**config.mk**
```make
export PLATFORM = sky130hd
export DESIGN_NAME = i2c_master_pin_sequencer_unit_flat
export DESIGN_NICKNAME = d
export VERILOG_FILES = /design/src/hdl/i2cps_pkg.sv /design/src/hdl/i2cps_if.sv /design/src/hdl/i2cps_step.sv /design/src/hdl/i2c_master_pin_sequencer_unit.sv /design/src/flat_wrapper.sv
export SDC_FILE = /design/constraint.sdc
export NUM_CORES = 1
export LEC_CHECK = 0
export BUFFER_PORTS_ARGS = -buffer_cell sky130_fd_sc_hd__buf_2
export CAP_MARGIN = 20
export CORE_UTILIZATION = 51
export CTS_CLUSTER_SIZE = 10
export DETAILED_ROUTE_END_ITERATION = 8
export PLACE_DENSITY = 0.75
export SYNTH_ARGS = -nofsm -noshare
export SYNTH_HDL_FRONTEND = slang
export SYNTH_SLANG_ARGS = --single-unit
```
**constraint.sdc**
```tcl
create_clock -name clk_i -period 2.12 [get_ports clk_i]
set_input_delay 0.212 -clock clk_i [delete_from_list [all_inputs] [get_ports clk_i]]
set_output_delay 0.212 -clock clk_i [all_outputs]
set_load 0.01 [all_outputs]
```
**src/hdl/i2cps_pkg.sv**
```systemverilog
// i2cps_pkg.sv: shared types and codes of the i2c master pin sequencer
`default_nettype none

package i2cps_pkg;

  // function codes carried by an input item
  localparam logic [2:0] FUNC_TICK  = 3'd0;
  localparam logic [2:0] FUNC_START = 3'd1;
  localparam logic [2:0] FUNC_STOP  = 3'd2;
  localparam logic [2:0] FUNC_SEND  = 3'd3;
  localparam logic [2:0] FUNC_RECV  = 3'd4;
  localparam logic [2:0] FUNC_SACK  = 3'd5;
  localparam logic [2:0] FUNC_RACK  = 3'd6;

  // last phase of each operation
  localparam logic [4:0] LAST_START = 5'd3;
  localparam logic [4:0] LAST_STOP  = 5'd2;
  localparam logic [4:0] LAST_SEND  = 5'd23;
  localparam logic [4:0] LAST_RECV  = 5'd16;
  localparam logic [4:0] LAST_SHORT = 5'd2;

  // bit slot positions of send byte and send ack
  localparam logic [1:0] SLOT_DATA = 2'd0;
  localparam logic [1:0] SLOT_RISE = 2'd1;
  localparam logic [1:0] SLOT_FALL = 2'd2;

  // running operation
  typedef enum logic [2:0] {
    OP_IDLE  = 3'd0,
    OP_START = 3'd1,
    OP_STOP  = 3'd2,
    OP_SEND  = 3'd3,
    OP_RECV  = 3'd4,
    OP_SACK  = 3'd5,
    OP_RACK  = 3'd6
  } op_e;

  typedef struct packed {
    logic [2:0] func;
    logic [7:0] tx_byte;
    logic       ack_out;
    logic       sda_in;
  } in_item_t;

  typedef struct packed {
    logic       scl;
    logic       sda_out;
    logic       busy_res;
    logic       done_res;
    logic [7:0] rx_byte;
    logic       ack_in;
    logic       rejected;
  } out_item_t;

  // sequencer state
  typedef struct packed {
    op_e        op;
    logic [4:0] phase;
    logic [1:0] slot;
    logic [7:0] shift_out;
    logic [7:0] shift_in;
    logic       scl;
    logic       sda;
    logic       ack_seen;
  } seq_state_t;

endpackage

`default_nettype wire

```
**src/hdl/i2cps_if.sv**
```systemverilog
// i2cps_if.sv: valid/ready channels for input and result items
`default_nettype none

interface i2cps_in_if
  import i2cps_pkg::*;
();
  logic     valid;
  logic     ready;
  in_item_t item;

  modport source (output valid, output item, input ready);
  modport sink (input valid, input item, output ready);
endinterface

interface i2cps_out_if
  import i2cps_pkg::*;
();
  logic      valid;
  logic      ready;
  out_item_t item;

  modport source (output valid, output item, input ready);
  modport sink (input valid, input item, output ready);
endinterface

`default_nettype wire

```
**src/hdl/i2cps_step.sv**
```systemverilog
// i2cps_step.sv: one pin change or command load, from current state and one item
`default_nettype none

module i2cps_step
  import i2cps_pkg::*;
(
  input  seq_state_t st_i,
  input  in_item_t   item_i,
  output seq_state_t st_o,
  output out_item_t  res_o
);

  seq_state_t st_n;
  logic       last;
  logic       done;
  logic       rej;

  always_comb begin
    st_n = st_i;
    last = 1'b0;
    done = 1'b0;
    rej  = 1'b0;

    if (item_i.func == FUNC_TICK) begin
      // tick: next pin change of the running operation
      if (st_i.op != OP_IDLE) begin
        unique case (st_i.op) inside
          OP_START: begin
            case (st_i.phase)
              5'd0:    st_n.sda = 1'b1;
              5'd1:    st_n.scl = 1'b1;
              5'd2:    st_n.sda = 1'b0;
              default: st_n.scl = 1'b0;
            endcase
            last = (st_i.phase >= LAST_START);
          end
          OP_STOP: begin
            case (st_i.phase)
              5'd0:    st_n.sda = 1'b0;
              5'd1:    st_n.scl = 1'b1;
              default: st_n.sda = 1'b1;
            endcase
            last = (st_i.phase >= LAST_STOP);
          end
          OP_SEND, OP_SACK: begin
            case (st_i.slot)
              SLOT_DATA: begin
                st_n.sda       = st_i.shift_out[7];
                st_n.shift_out = {st_i.shift_out[6:0], 1'b0};
              end
              SLOT_RISE: st_n.scl = 1'b1;
              default:   st_n.scl = 1'b0;
            endcase
            st_n.slot = (st_i.slot == SLOT_FALL) ? SLOT_DATA : st_i.slot + 2'd1;
            last = (st_i.op == OP_SEND) ? (st_i.phase >= LAST_SEND)
                                        : (st_i.phase >= LAST_SHORT);
          end
          OP_RECV: begin
            if (st_i.phase == 5'd0) begin
              st_n.sda = 1'b1;
            end else if (st_i.phase[0]) begin
              st_n.scl = 1'b1;
            end else begin
              st_n.shift_in = {st_i.shift_in[6:0], item_i.sda_in};
              st_n.scl      = 1'b0;
            end
            last = (st_i.phase >= LAST_RECV);
          end
          OP_RACK: begin
            case (st_i.phase)
              5'd0: st_n.sda = 1'b1;
              5'd1: st_n.scl = 1'b1;
              default: begin
                st_n.ack_seen = item_i.sda_in;
                st_n.scl      = 1'b0;
              end
            endcase
            last = (st_i.phase >= LAST_SHORT);
          end
          default: last = 1'b0;
        endcase

        // end of operation or step to next phase
        if (last) begin
          st_n.op    = OP_IDLE;
          st_n.phase = '0;
          done       = 1'b1;
        end else begin
          st_n.phase = st_i.phase + 5'd1;
        end
      end
    end else if (item_i.func >= FUNC_START && item_i.func <= FUNC_RACK) begin
      // command: load when idle, reject when busy
      if (st_i.op != OP_IDLE) begin
        rej = 1'b1;
      end else begin
        st_n.op    = op_e'(item_i.func);
        st_n.phase = '0;
        st_n.slot  = SLOT_DATA;
        if (item_i.func == FUNC_SEND) begin
          st_n.shift_out = item_i.tx_byte;
        end else if (item_i.func == FUNC_SACK) begin
          st_n.shift_out = {item_i.ack_out, 7'd0};
        end
      end
    end
  end

  assign st_o = st_n;

  // result item
  always_comb begin
    res_o.scl      = st_n.scl;
    res_o.sda_out  = st_n.sda;
    res_o.busy_res = (st_n.op != OP_IDLE);
    res_o.done_res = done;
    res_o.rx_byte  = st_n.shift_in;
    res_o.ack_in   = st_n.ack_seen;
    res_o.rejected = rej;
  end

endmodule

`default_nettype wire

```
**src/hdl/i2c_master_pin_sequencer_unit.sv**
```systemverilog
// i2c_master_pin_sequencer_unit.sv: top level of the i2c master pin sequencer
//
// Input channel in_i carries command and tick items; output channel out_o
// returns exactly one result item for every input item, in order.
// A command (start, stop, send byte, receive byte, send ack, receive ack)
// loads an operation; each tick item then makes one SCL or SDA change.
// The result holds the pin levels after the item, busy, done, the receive
// shift register, the last sampled acknowledge and a rejected flag for a
// command given while busy.
// The result is registered and is valid in the cycle after the item is accepted.
// Throughput: one item per cycle while out_o does not stall; the state update is a single
// combinational step between the sequencer state register and the result
// register.
// The output register frees up in the cycle it is taken, so in_i.ready is
// high whenever the result register is empty or out_o.ready is high; while
// the receiver stalls, the result holds and no new item is accepted.
// Reset: no result pending, operation idle, both pins high (bus idle),
// shift registers and acknowledge cleared.
`default_nettype none

module i2c_master_pin_sequencer_unit
  import i2cps_pkg::*;
(
  input  wire         clk_i,
  input  wire         rst_ni,
  i2cps_in_if.sink    in_i,
  i2cps_out_if.source out_o
);

  seq_state_t st_q;
  seq_state_t st_d;
  out_item_t  res_q;
  out_item_t  res_d;
  logic       out_valid_q;
  logic       in_ready;
  logic       in_fire;

  // handshake
  assign in_ready = ~out_valid_q | out_o.ready;
  assign in_fire  = in_i.valid & in_ready;
  assign in_i.ready = in_ready;

  // next state and result for this item
  i2cps_step u_step (
    .st_i   (st_q),
    .item_i (in_i.item),
    .st_o   (st_d),
    .res_o  (res_d)
  );

  // sequencer state
  always_ff @(posedge clk_i or negedge rst_ni) begin
    if (!rst_ni) begin
      st_q.op        <= OP_IDLE;
      st_q.phase     <= '0;
      st_q.slot      <= SLOT_DATA;
      st_q.shift_out <= '0;
      st_q.shift_in  <= '0;
      st_q.scl       <= 1'b1;
      st_q.sda       <= 1'b1;
      st_q.ack_seen  <= 1'b0;
    end else if (in_fire) begin
      st_q <= st_d;
    end
  end

  // result valid flag
  always_ff @(posedge clk_i or negedge rst_ni) begin
    if (!rst_ni) begin
      out_valid_q <= 1'b0;
    end else if (in_ready) begin
      out_valid_q <= in_i.valid;
    end
  end

  // result payload
  always_ff @(posedge clk_i) begin
    if (in_fire) begin
      res_q <= res_d;
    end
  end

  assign out_o.valid = out_valid_q;
  assign out_o.item  = res_q;

endmodule

`default_nettype wire

```
**src/flat_wrapper.sv**
```systemverilog
// flat-port wrapper written by rule: the top's interface ports become plain ports
module i2c_master_pin_sequencer_unit_flat import i2cps_pkg::*;
  (clk_i, rst_ni, in_i_valid, in_i_item, in_i_ready, out_o_valid, out_o_item, out_o_ready);
  i2cps_in_if in_i_i ();
  i2cps_out_if out_o_i ();
  input  wire clk_i;
  input  wire rst_ni;
  input wire logic [$bits(in_i_i.valid)-1:0] in_i_valid;
  input wire logic [$bits(in_i_i.item)-1:0] in_i_item;
  output wire logic [$bits(in_i_i.ready)-1:0] in_i_ready;
  output wire logic [$bits(out_o_i.valid)-1:0] out_o_valid;
  output wire logic [$bits(out_o_i.item)-1:0] out_o_item;
  input wire logic [$bits(out_o_i.ready)-1:0] out_o_ready;
  assign in_i_i.valid = in_i_valid;
  assign in_i_i.item = in_i_item;
  assign in_i_ready = in_i_i.ready;
  assign out_o_valid = out_o_i.valid;
  assign out_o_item = out_o_i.item;
  assign out_o_i.ready = out_o_ready;
  i2c_master_pin_sequencer_unit u_core (.clk_i(clk_i), .rst_ni(rst_ni), .in_i(in_i_i), .out_o(out_o_i));
endmodule
```
=== Yosys cells after proc, flatten, opt, wreduce, memory -nomap -nowiden ===
Index checks and enable logic that the tools add are counted.

* Register bits after elaboration: 44
* Bits in latches: 0
* Memory bits (writable): 0
* ROM bits: 0
* Input port bits: 17
* Output and inout port bits: 16
* Logic and storage cells: 94
* Memories: 0

* Add/sub/neg operators: 2
* Multiply operators: 0
* Divide/modulo/power cells: 0
* Order comparisons: 6
* Eq/ne operators: 16
* Shifts and indexed selects: 0
* Mux-type cells: 33
* Bitwise operators: 4
* Reduce and logical (&&, ||, !) cells: 17

{| class="wikitable"
|+ Operator list
! operator !! number
|-
| $mux 18 || 3
|-
| $mux 8 || 5
|-
| $mux 29 || 1
|-
| $eq 3x3->1 const B || 4
|-
| $mux 1 || 11
|-
| $mux 11 || 1
|-
| $ge 5x2->1 const B || 2
|-
| $ge 5x5->1 const B || 2
|-
| $mux 10 || 1
|-
| $pmux 1 s2 || 5
|-
| $pmux 2 s5 || 1
|-
| $reduce_or 2->1 || 5
|-
| $eq 3x2->1 const B || 3
|-
| $mux 9 || 1
|-
| $reduce_bool 3->1 || 3
|-
| $reduce_and 7->1 || 1
|-
| $ne 2x1->1 const B || 3
|-
| $add 5x1->5 const B || 1
|-
| $eq 5x1->1 const B || 1
|-
| $eq 5x2->1 const B || 1
|-
| $logic_not 5->1 || 1
|-
| $mux 5 || 1
|-
| $reduce_and 5->1 || 1
|-
| $pmux 1 s4 || 1
|-
| other kinds (18) || 19
|}

=== Longest topological paths before layout ===
Gate-level depths: netlist of the first run.

* Word-level depth: 9
* Depth in mapped cells: 8
* Mapped depth without buffers: 7

=== Hierarchy ===
From an unflattened synthesis of the first run, not the netlist that was laid out.

* Cell total of the unflattened synthesis: 274
* Area total of the unflattened synthesis: 2899.0 µm²

{| class="wikitable"
|+ By module, submodules not included
! module !! instances !! cells an instance !! area an instance (µm²) !! sequential area each (µm²)
|-
| i2c_master_pin_sequencer_unit || 1 || 80 || 1677.9 || 1173.6
|-
| i2cps_step || 1 || 194 || 1221.2 || 0.0
|}

=== Worst setup path before layout of the first run ===
No wires, ideal clock.

* Kind: register to register
* Start point: register u_core.st_q[21] in the netlist's numbering
* End point: register u_core.st_q[3] in the netlist's numbering
* Arrival time: 1.958 ns
* Required time: 1.995 ns
* Slack: 0.037 ns
* Stages on the path, launching flop included: 8
* Path buffers: 1
* Clock period less this slack: 2.083 ns
* Path through: dfrtp_1 > clkbuf_1 > inv_1 > ha_1 > nand2_1 > nand4_2 > nor2_2 > mux2_2

* Longest elaborated chain between the ends: 5
* Elaborated cells between the ends (all ways): 6

{| class="wikitable"
|+ RTL lines
! what !! line !! source
|-
| start: declaration || i2c_master_pin_sequencer_unit.sv:30 || <nowiki>seq_state_t st_q;</nowiki>
|-
| start signal: assignment || i2c_master_pin_sequencer_unit.sv:63 || <nowiki>st_q <= st_d;</nowiki>
|-
| $logic_not 5->1 or $mux 8 (tied branches) || i2cps_step.sv:59, i2cps_step.sv:61 ||
|-
| $mux 9 (*) || i2cps_step.sv:59 || <nowiki>if (st_i.phase == 5'd0) begin</nowiki>
|-
| $mux 8 (*) || i2cps_step.sv:27 || <nowiki>unique case (st_i.op) inside</nowiki>
|-
| $mux 29 (*) || i2cps_step.sv:26 || <nowiki>if (st_i.op != OP_IDLE) begin</nowiki>
|-
| $mux 11 (*) || i2cps_step.sv:24 || <nowiki>if (item_i.func == FUNC_TICK) begin</nowiki>
|}

Mark *: on every way between the ends. The rest lies on a longest branch, timed or not. The select of a mux whose other input is x is not followed.
A chain may end at the register's enable or synchronous reset.

=== Worst setup path after layout of the first run ===
* Start point: register u_core.st_q[20] in the netlist's numbering
* End point: register u_core.st_q[12] in the netlist's numbering

* Longest elaborated chain between the ends: 3

{| class="wikitable"
|+ RTL lines
! what !! line !! source
|-
| $logic_not 2->1 || i2cps_step.sv:46 || <nowiki>case (st_i.slot)</nowiki>
|-
| $ne 2x1->1 (no source line) || n/a ||
|-
| $reduce_and 7->1 (no source line) || n/a ||
|}

Every way passes these cells.

==> results of run 1 <==
==> final timing paths <==
| kind | from | endpoint | slack, ns | cells after the start |
|---|---|---|---|---|
| min in group asynchronous | rst_ni | u_core.st_q[22]$_DFFE_PN0P_ | 0.50 | 2 |
| worst max-delay path | u_core.st_q[20]$_DFFE_PN0P_ | u_core.st_q[12]$_DFFE_PN0P_ | 0.11 | 5 |
| worst max register to register | u_core.st_q[20]$_DFFE_PN0P_ | u_core.st_q[12]$_DFFE_PN0P_ | 0.11 | 5 |
| max in group asynchronous | rst_ni | u_core.st_q[26]$_DFFE_PN0P_ | 1.13 | 2 |
| worst min-delay path | in_i_valid | u_core.out_o.valid$_DFFE_PN0N_ | 0.11 | 2 |
| worst min register to register | u_core.st_q[10]$_DFFE_PN0P_ | u_core.st_q[10]$_DFFE_PN0P_ | 0.51 | 1 |
==> per-layer routing <==
metal | wire length, um | global-route usage
met4 | 64 | 0.06222
met3 | 200 | 0.04416
met1 | 2321 | 0.3133
met5 | 0 | 0
met2 | 2375 | 0.3409
==> power groups by stage <==
stage          Combinational, W  Sequential, W  Clock [W]
3_3_place_gp            0.00111        0.00122          0
2_1_floorplan          0.000852        0.00116          0
6_report                0.00116        0.00122   0.000520
5_1_grt                 0.00128        0.00124   0.000563
4_1_cts                 0.00114        0.00120   0.000532
3_5_place_dp            0.00113        0.00122          0
==> state kept, by name (all words and copies together) (netlist names) <==
register / flops
u_core.out_o.item: 14
u_core.st_q: 29
u_core.out_o.valid: 1
==> metrics by stage <==
step | hold WS [ns] | cell area, um^2 | power [W] | setup slack [ns]
finish | 0.1145 | 2850 | 0.002894 | 0.1079
global route | 0.1152 | 2850 | 0.003085 | 0.01693
CTS | 0.1091 | 2836 | 0.002872 | 0.1091
detailed placement | 0.2984 | 2739 | 0.002349 | 0.06646
global placement | 0.2870 | 2739 | 0.002332 | 0.1235
floorplan | -0.08359 | 2400 | 0.002012 | 0.03717
==> timing repair <==
| action | in CTS | in global routing |
|---|---|---|
| hold endpoints to repair | 28 | 0 |
| hold buffers | 1 | 0 |
| endpoints found under the setup margin | 0 | 9 |
| gates resized for setup | 0 | 5 |
==> area by class of cell <==
type	count	area (um^2)
fillers	356	1594
clock buffers	5	68.82
inverters	7	26.28
flip-flops and latches	44	1177
clock inverters	3	18.77
well taps	52	65.06
multi-input cells	159	1159
repair buffers	55	335.3
==> cell usage in the layout (no fill, tap or decap), drive strengths merged, types with 2 or more instances in the layout <==
master / netlist / routed
a21o: 2 / 2
a21oi: 11 / 11
a221oi: 2 / 2
a22o: 5 / 5
and2: 2 / 2
buf: 6 / 54
clkbuf: 4 / 5
clkinvlp: 0 / 2
dfrtp: 28 / 28
dfstp: 2 / 2
edfxtp: 14 / 14
ha: 3 / 3
inv: 7 / 7
mux2: 27 / 27
mux2i: 4 / 4
nand2: 18 / 18
nand2b: 6 / 6
nand3: 4 / 4
nand4: 3 / 3
nor2: 21 / 21
nor2b: 4 / 4
nor3: 10 / 10
nor3b: 2 / 2
o211ai: 2 / 2
o21ai: 7 / 7
o22a: 3 / 3
o311ai: 2 / 2
o31a: 2 / 2
or3: 3 / 3
or4: 2 / 2
==> cells by family (layout without fill, tap and decap cells) <==
family / count (synthesis) / after routing / share of synthesized area
AND/OR/NAND/NOR: 77 / 77 / 0.1663
AO/OA/AOI/OAI: 48 / 48 / 0.1481
flip-flops: 44 / 44 / 0.4890
multiplexers: 31 / 31 / 0.1486
buffers and inverters: 17 / 70 / 0.03232
adder cells (fa/ha/maj): 3 / 3 / 0.01564
==> synth_stat cells (4+ instances only) <==
library cell / number
nor2b_1: 4
mux2_2: 27
edfxtp_1: 14
nand3_1: 4
a22o_1: 5
inv_1: 7
nand2_1: 18
nand2b_1: 6
a21oi_1: 11
clkbuf_1: 4
nor3_1: 8
buf_2: 5
o21ai_0: 7
dfrtp_1: 28
nor2_1: 20
==> qor.txt, run 1 <==
endpoints failing setup = 0
crit end category = flip-flop
via count = 1892
clock root cell = clkbuf_8
max-cap violation count = 0
CP arrival = 2.20 ns
crit-path leading delay family = simple AND/OR/NAND/NOR gates
diodes inserted = 0
Crit Path Class = reg2reg
switching share of power = 0.3756
hold crit path type = in2reg
fin crit share = 0.9491
Initial Util = 0.5400
combinational share of power = 0.399
fin cells = 325
Fin Clk Skew = 0.006713 ns
Mapped Cells = 220
Worst path slowest cell = or4_1
Post-DRT Antenna Nets = 0
failing checks = design-rule violations
Core ar. = 4444 um^2
crit-path max cell delay = 0.48 ns
total I/O pin count = 33
Seq cells post-synth = 44
outcome = complete, but fails checks
sequential power share = 0.421
setup_tns = 0 ns
First-pass DRT Iterations = 6
register area share after synthesis = 0.4891
Area contributors post-synth = dfrtp_1 (29%), edfxtp_1 (18%), mux2_2 (13%)
Port Buffers = 32
EDFF count, synth = 14
worst path cell trace = or4_1 > a21oi_1 > a31oi_1 > nor3_4 > mux2_2
cell-internal power = 0.001807 W
largest net degree at the start of global routing = 31
vias in the first global route = 1800
Yosys warning total = 0
Slew HR = 0.5350
mapped cell area = 2400 um^2
CTS Buf Count = 5
overall global routing resource usage = 0.2181
Peak VDD IR = 0.5603 mV
Inst Count DP = 316
Clk pwr share = 0.180
cell area power density = 1015 nW/um^2
crit path buf inv count = 0
die span in x = 70.60 um
Skew-Pair Late Insertion Delay = 0.30 ns
Vias/cell = 5.822
ys flop type = dfrtp_1
CP max FO = 8
worst slew pin tran = 0.6975 ns
CP Launch Type = flip-flop
distinct cell type count after synthesis = 50
WL/cell = 15.26 um
share of layout cells above drive strength 1 = 0.3736
fmax = 0.4970 GHz
final hold violation count = 0
NumNets Final = 292
# clock sinks = 44
Async S/R FF share, synth = 0.6818
Initial DRC Count = 120
Worst-path clk slew = 0.08 ns
Synth Net Count = 240
Area growth syn-to-layout = 18.77%
DR DRC count = 2
Slew Viols, Final = 0
syn_area_per_cell = 10.91 um^2
leakage = 1.271 nW
Psw = 0.001087 W
final core occ = 0.6413
post-CTS setup buffer count = 0
Rows = 24
Chip Height = 70.60 um
fin crit period = 2.012 ns
H-tree depth = 2
drt total wl = 4.961 mm
RSZ-0062 raised after global routing = no
Synth top area share = 0.2920
CTS tree = done
deepest clock path buffer count = 2
initial antenna violation count = 0
required time of the critical path = 2.31 ns
gpl congestion = 0.8621
die area = 4984 um^2
gr ovfl total = 0
Synth area leader = dfrtp_1
hpwl dp = 3.572 mm
first-pass GRT wire length = 8.431 mm
No activity file was read; power rests on OpenSTA's default activity.
==> inputs of run 2 (changes only) <==
--- a/config.mk
+++ b/config.mk
@@ -7,10 +7,11 @@
 export LEC_CHECK = 0
 export BUFFER_PORTS_ARGS = -buffer_cell sky130_fd_sc_hd__buf_2
 export CAP_MARGIN = 20
-export CORE_UTILIZATION = 51
+export CORE_UTILIZATION = 54
+export CTS_BUF_LIST = sky130_fd_sc_hd__clkbuf_4 sky130_fd_sc_hd__clkbuf_8
 export CTS_CLUSTER_SIZE = 10
 export DETAILED_ROUTE_END_ITERATION = 8
-export PLACE_DENSITY = 0.75
+export PLACE_DENSITY = 0.79
 export SYNTH_ARGS = -nofsm -noshare
 export SYNTH_HDL_FRONTEND = slang
 export SYNTH_SLANG_ARGS = --single-unit
==> run 2 against run 1 <==
The flow now finishes without violations. Via count is 0.37% higher. Clock skew is 0.00097 ns higher. Non-clock buffer count is 1 lower. Maximum frequency is 0.63% lower. Sequential cell count stayed put. Core utilization is 5.2 points higher. Clock power is 26% higher. Global-route usage is 3.6 points higher. Worst setup slack worse by 0.013 ns. Sequential share of layout area is 0.31 points lower. Hold slack better by 0.011 ns. Die area is 5.4% lower. Critical path type unchanged. Critical endpoint is now u_core.st_q[13]$_DFFE_PN0P_. Largest cell class unchanged. Largest power group unchanged.
==> qor.txt, run 2 (same netlist as run 1, synthesis figures left out) <==
outcome = finished, final reports clean
WL/cell = 16.17 um
first-pass GRT wire length = 8.576 mm
via count = 1899
H-tree depth = 2
worst slew pin tran = 0.6816 ns
required time of the critical path = 2.30 ns
layer with the highest usage = met2
drt total wl = 5.208 mm
Initial DRC Count = 109
switching share of power = 0.3653
fin crit share = 0.9552
fin crit period = 2.025 ns
Port Buffers = 32
diodes inserted = 0
most frequent cells in the layout = buf_2 (32), mux2_2 (27), dfrtp_1 (25)
met2 GRT Util = 0.4216
initial antenna violation count = 0
PnR Total Power = 0.003035 W
Slew HR = 0.5456
final setup margin = 0.09502 ns
hpwl dp = 3.585 mm
fmax = 0.4938 GHz
# clock sinks = 44
Core ar. = 4144 um^2
vias in the first global route = 1807
max-cap violation count = 0
CTS tree = done
Initial Util = 0.5791
sequential power share = 0.406
NumNets Final = 291
hold crit path type = in2reg
CTS Buf Count = 5
post-CTS setup buffer count = 0
Post-DRT Antenna Nets = 0
max reg flops = 29
RSZ-0062 raised after global routing = no
total I/O pin count = 33
Peak VDD IR = 0.4995 mV
Skew-Pair Late Insertion Delay = 0.30 ns
die span in x = 68.67 um
leakage = 1.284 nW
Area growth syn-to-layout = 19.66%
deepest clock path buffer count = 2
gpl congestion = 0.9236
Crit Path Class = reg2reg
CP Launch Type = flip-flop
Clk pwr share = 0.215
Worst-path clk slew = 0.08 ns
Psw = 0.001108 W
cell area power density = 1057 nW/um^2
First-pass DRT Iterations = 4
Slew Viols, Final = 0
dpl cell area = 2729 um^2
setup_tns = 0 ns
Vias/cell = 5.898
pre-CTS setup slack = 0.05923 ns
met3 usage = 0.04605
share of layout cells above drive strength 1 = 0.3750
CP arrival = 2.21 ns
gr ovfl total = 0
largest reg by FF count = u_core.st_q
final core occ = 0.6929
DR DRC count = 0
final hold violation count = 0
commonest non-fill, non-tap cell in the layout = buf_2
combinational share of power = 0.379
met1 usage in global routing = 0.3337
overall global routing resource usage = 0.2539
Fin Clk Skew = 0.007682 ns
largest net degree at the start of global routing = 31
CP max FO = 8
clock root cell = clkbuf_8
setup slack, reg-to-reg = 0.1 ns
Rows = 23
Chip Height = 68.67 um
endpoints failing setup = 0
final instance area = 2872 um^2
crit end category = flip-flop
die area = 4715 um^2
cell-internal power = 0.001926 W
[run 2: timing repair]
action | CTS | global route
gates cloned | 0 | 0
endpoints found under the setup margin | 1 | 4
hold buffers | 1 | 0
resized for setup | 1 | 5
endpoints found under the hold margin | 28 | 0
[run 2: cell type report]
type | count | area (um^2)
clock inverters | 3 | 42.54
repair buffers | 54 | 327.8
multi-input cells | 159 | 1166
flip-flops and latches | 44 | 1177
well taps | 50 | 62.56
clock buffers | 5 | 68.82
fillers | 330 | 1272
inverters | 7 | 26.28
[run 2: critical path, cell delays in order, from the launching register on]
cell and delay (ns):
dfrtp_1 0.41, or4_1 0.47, a21oi_1 0.17, a31oi_1 0.09, nor3_4 0.39, mux2_2 0.39
[run 2: metal layers]
layer,vias up,wire [um],share of wire
met5,-,0,0
li1,915,-,-
met1,919,2336,0.45
met4,0,65,0.012
met3,8,211,0.041
met2,57,2595,0.50
[run 2: through the flow]
stage               instances  hold slack, ns
finish                    322          0.1250
global placement          313          0.2874
floorplan                 220        -0.08359
CTS                       322          0.1279
global route              322          0.1336
detailed placement        313          0.3021
[run 2: final timing paths]
kind                                              from                             end  cells past startpoint
min                                         in_i_valid  u_core.out_o.valid$_DFFE_PN0N_                      2
min reg2reg                 u_core.st_q[0]$_DFFE_PN0P_      u_core.st_q[0]$_DFFE_PN0P_                      2
max                        u_core.st_q[20]$_DFFE_PN0P_     u_core.st_q[13]$_DFFE_PN0P_                      5
max reg2reg                u_core.st_q[20]$_DFFE_PN0P_     u_core.st_q[13]$_DFFE_PN0P_                      5
min in group asynchronous                       rst_ni     u_core.st_q[22]$_DFFE_PN0P_                      2
max in group asynchronous                       rst_ni     u_core.st_q[26]$_DFFE_PN0P_                      2
[run 2: power by group through the flow]
| stage | registers (W) | logic, W | clock network [W] |
|---|---|---|---|
| 6_report | 0.00123 | 0.00115 | 0.000653 |
| 5_1_grt | 0.00126 | 0.00128 | 0.000690 |
| 4_1_cts | 0.00122 | 0.00114 | 0.000654 |
| 3_5_place_dp | 0.00124 | 0.00112 | 0 |
| 3_3_place_gp | 0.00123 | 0.00110 | 0 |
| 2_1_floorplan | 0.00116 | 0.000852 | 0 |
==> inputs of run 3 (changes only) <==
--- a/config.mk
+++ b/config.mk
@@ -12,6 +12,7 @@
 export CTS_CLUSTER_SIZE = 10
 export DETAILED_ROUTE_END_ITERATION = 8
 export PLACE_DENSITY = 0.79
+export REMOVE_ABC_BUFFERS = 1
 export SYNTH_ARGS = -nofsm -noshare
 export SYNTH_HDL_FRONTEND = slang
 export SYNTH_SLANG_ARGS = --single-unit
==> run 3 against run 2 <==
Core utilization is 0.63 points lower. Clock power is 21% lower. Critical path type unchanged. Count of clock-buffer cells in the layout stayed put. Non-clock buffer count is 1 higher. Maximum frequency is 2.2% higher. Total power is 4.5% lower. Critical path depth is 1 higher. Register-to-register slack better by 0.04 ns. Sequential share of layout area is 0.38 points higher.
==> qor.txt, run 3 (same netlist as run 1, synthesis figures left out) <==
max reg flops = 29
setup_tns = 0 ns
Chip Height = 68.67 um
fin crit period = 1.981 ns
CP arrival = 2.03 ns
max-cap violation count = 0
CTS tree = done
DR DRC count = 0
First-pass DRT Iterations = 5
diodes inserted = 0
Post-DRT Antenna Nets = 0
Filler cells = 319
hold endpoint = u_core.out_o.valid$_DFFE_PN0N_
gpl congestion = 0.8683
Crit Path Class = reg2reg
overall global routing resource usage = 0.2527
fin crit share = 0.9344
vias in the first global route = 1828
WL/cell = 15.79 um
largest reg by FF count = u_core.st_q
Area growth syn-to-layout = 18.56%
post-CTS setup buffer count = 0
Rows = 23
die span in x = 68.67 um
Hold Crit Start = in_i_valid
CTS Buf Count = 5
Slew HR = 0.5399
clock root cell = clkbuf_8
Inst Count DP = 314
Crit Reg-Reg Endpoint = u_core.out_o.item[7]$_DFFE_PP_
die area = 4715 um^2
NumNets Final = 292
Initial Util = 0.5791
Initial DRC Count = 142
Skew-Pair Late Insertion Delay = 0.30 ns
H-tree depth = 2
cell area power density = 1018 nW/um^2
RSZ-0062 raised after global routing = no
CP Launch Type = flip-flop
final hold violation count = 0
first-pass GRT wire length = 8.604 mm
crit end category = flip-flop
Peak VDD IR = 0.5390 mV
total I/O pin count = 33
Fin Clk Skew = 0.009968 ns
RR Startpoint = u_core.st_q[23]$_DFFE_PN0P_
Worst Hold Slack = 0.1273 ns
worst reg2reg path depth = 6
Vias/cell = 5.972
hold crit path type = in2reg
hpwl dp = 3.764 mm
leakage = 1.270 nW
worst slew pin tran = 0.6902 ns
Slew Viols, Final = 0
most frequent cells in the layout = buf_2 (32), mux2_2 (27), dfrtp_1 (25)
Port Buffers = 32
deepest clock path buffer count = 2
largest net degree at the start of global routing = 31
Min-Delay Path Depth = 2
gr ovfl total = 0
drt total wl = 5.099 mm
CP max FO = 8
Core ar. = 4144 um^2
setup slack, reg-to-reg = 0.14 ns
required time of the critical path = 2.17 ns
endpoints failing setup = 0
via count = 1929
outcome = finished, final reports clean
Worst-path clk slew = 0.09 ns
# clock sinks = 44
initial antenna violation count = 0
share of layout cells above drive strength 1 = 0.3700
fin cells = 323
fmax = 0.5048 GHz
commonest non-fill, non-tap cell in the layout = buf_2
run 3: timing repair:
item / 4_1_cts / 5_1_grt
hold endpoints to repair: 28 / 0
hold buffers: 1 / 0
setup endpoints to repair: 0 / 3
resized for setup: 0 / 4
run 3: area by class of cell:
type                            count  area [um^2]  area share
Sequential cell                    44         1177      0.4138
Multi-Input combinational cell    159         1156      0.4063
Timing Repair Buffer               55        335.3      0.1179
Clock buffer                        5        68.82     0.02419
Tap cell                           50        62.56     0.02199
Inverter                            7        26.28    0.009235
Clock inverter                      3        18.77    0.006596
run 3: where the power goes:
part / internal (W) / switching, W
Clock: 0.000228 / 0.000290
Sequential: 0.00104 / 0.000178
Combinational: 0.000535 / 0.000626
Total: 0.00180 / 0.00109
run 3: how the worst max path moves through the flow:
| stage | endpoint | cells past startpoint | slack (ns) | startpoint |
|---|---|---|---|---|
| floorplan | u_core.st_q[3]$_DFFE_PN0P_ | 4 | 0.05 | u_core.st_q[28]$_DFFE_PN0P_ |
| global placement | u_core.st_q[17]$_DFFE_PN0P_ | 7 | 0.14 | in_i_item[10] |
| detailed placement | u_core.st_q[24]$_DFFE_PN0P_ | 5 | 0.09 | u_core.st_q[26]$_DFFE_PN0P_ |
| CTS | u_core.st_q[24]$_DFFE_PN0P_ | 5 | 0.07 | u_core.st_q[26]$_DFFE_PN0P_ |
| global route | u_core.st_q[20]$_DFFE_PN0P_ | 5 | 0.002 | u_core.st_q[27]$_DFFE_PN0P_ |
| finish | u_core.out_o.item[7]$_DFFE_PP_ | 6 | 0.14 | u_core.st_q[23]$_DFFE_PN0P_ |
run 3: per-layer routing:
layer,vias to the layer above,wire (um),share of wire,GRT usage
met5,-,0,0,0
met4,0,58,0.011,0.07552
met3,5,301,0.059,0.03618
met2,69,2538,0.50,0.4240
met1,927,2200,0.43,0.3379
li1,928,-,-,-
run 3: through the flow:
step	power (W)	utilization	instance area, um^2	setup slack [ns]
after floorplan	0.001967	-	2349	0.04517
after global placement	0.002322	0.6603	2736	0.1440
after detailed placement	0.002367	0.6603	2736	0.08522
after CTS	0.002884	0.6839	2834	0.06587
after global routing	0.003084	0.6866	2845	0.002255
final	0.002898	0.6866	2845	0.1390
run 3: worst max-delay path, stage by stage, from the launching register on:
cell and delay (ns):
dfrtp_1 0.38, buf_4 0.16, nor3_1 0.30, nand2_1 0.20
nand4_2 0.16, buf_4 0.19, mux2_2 0.34
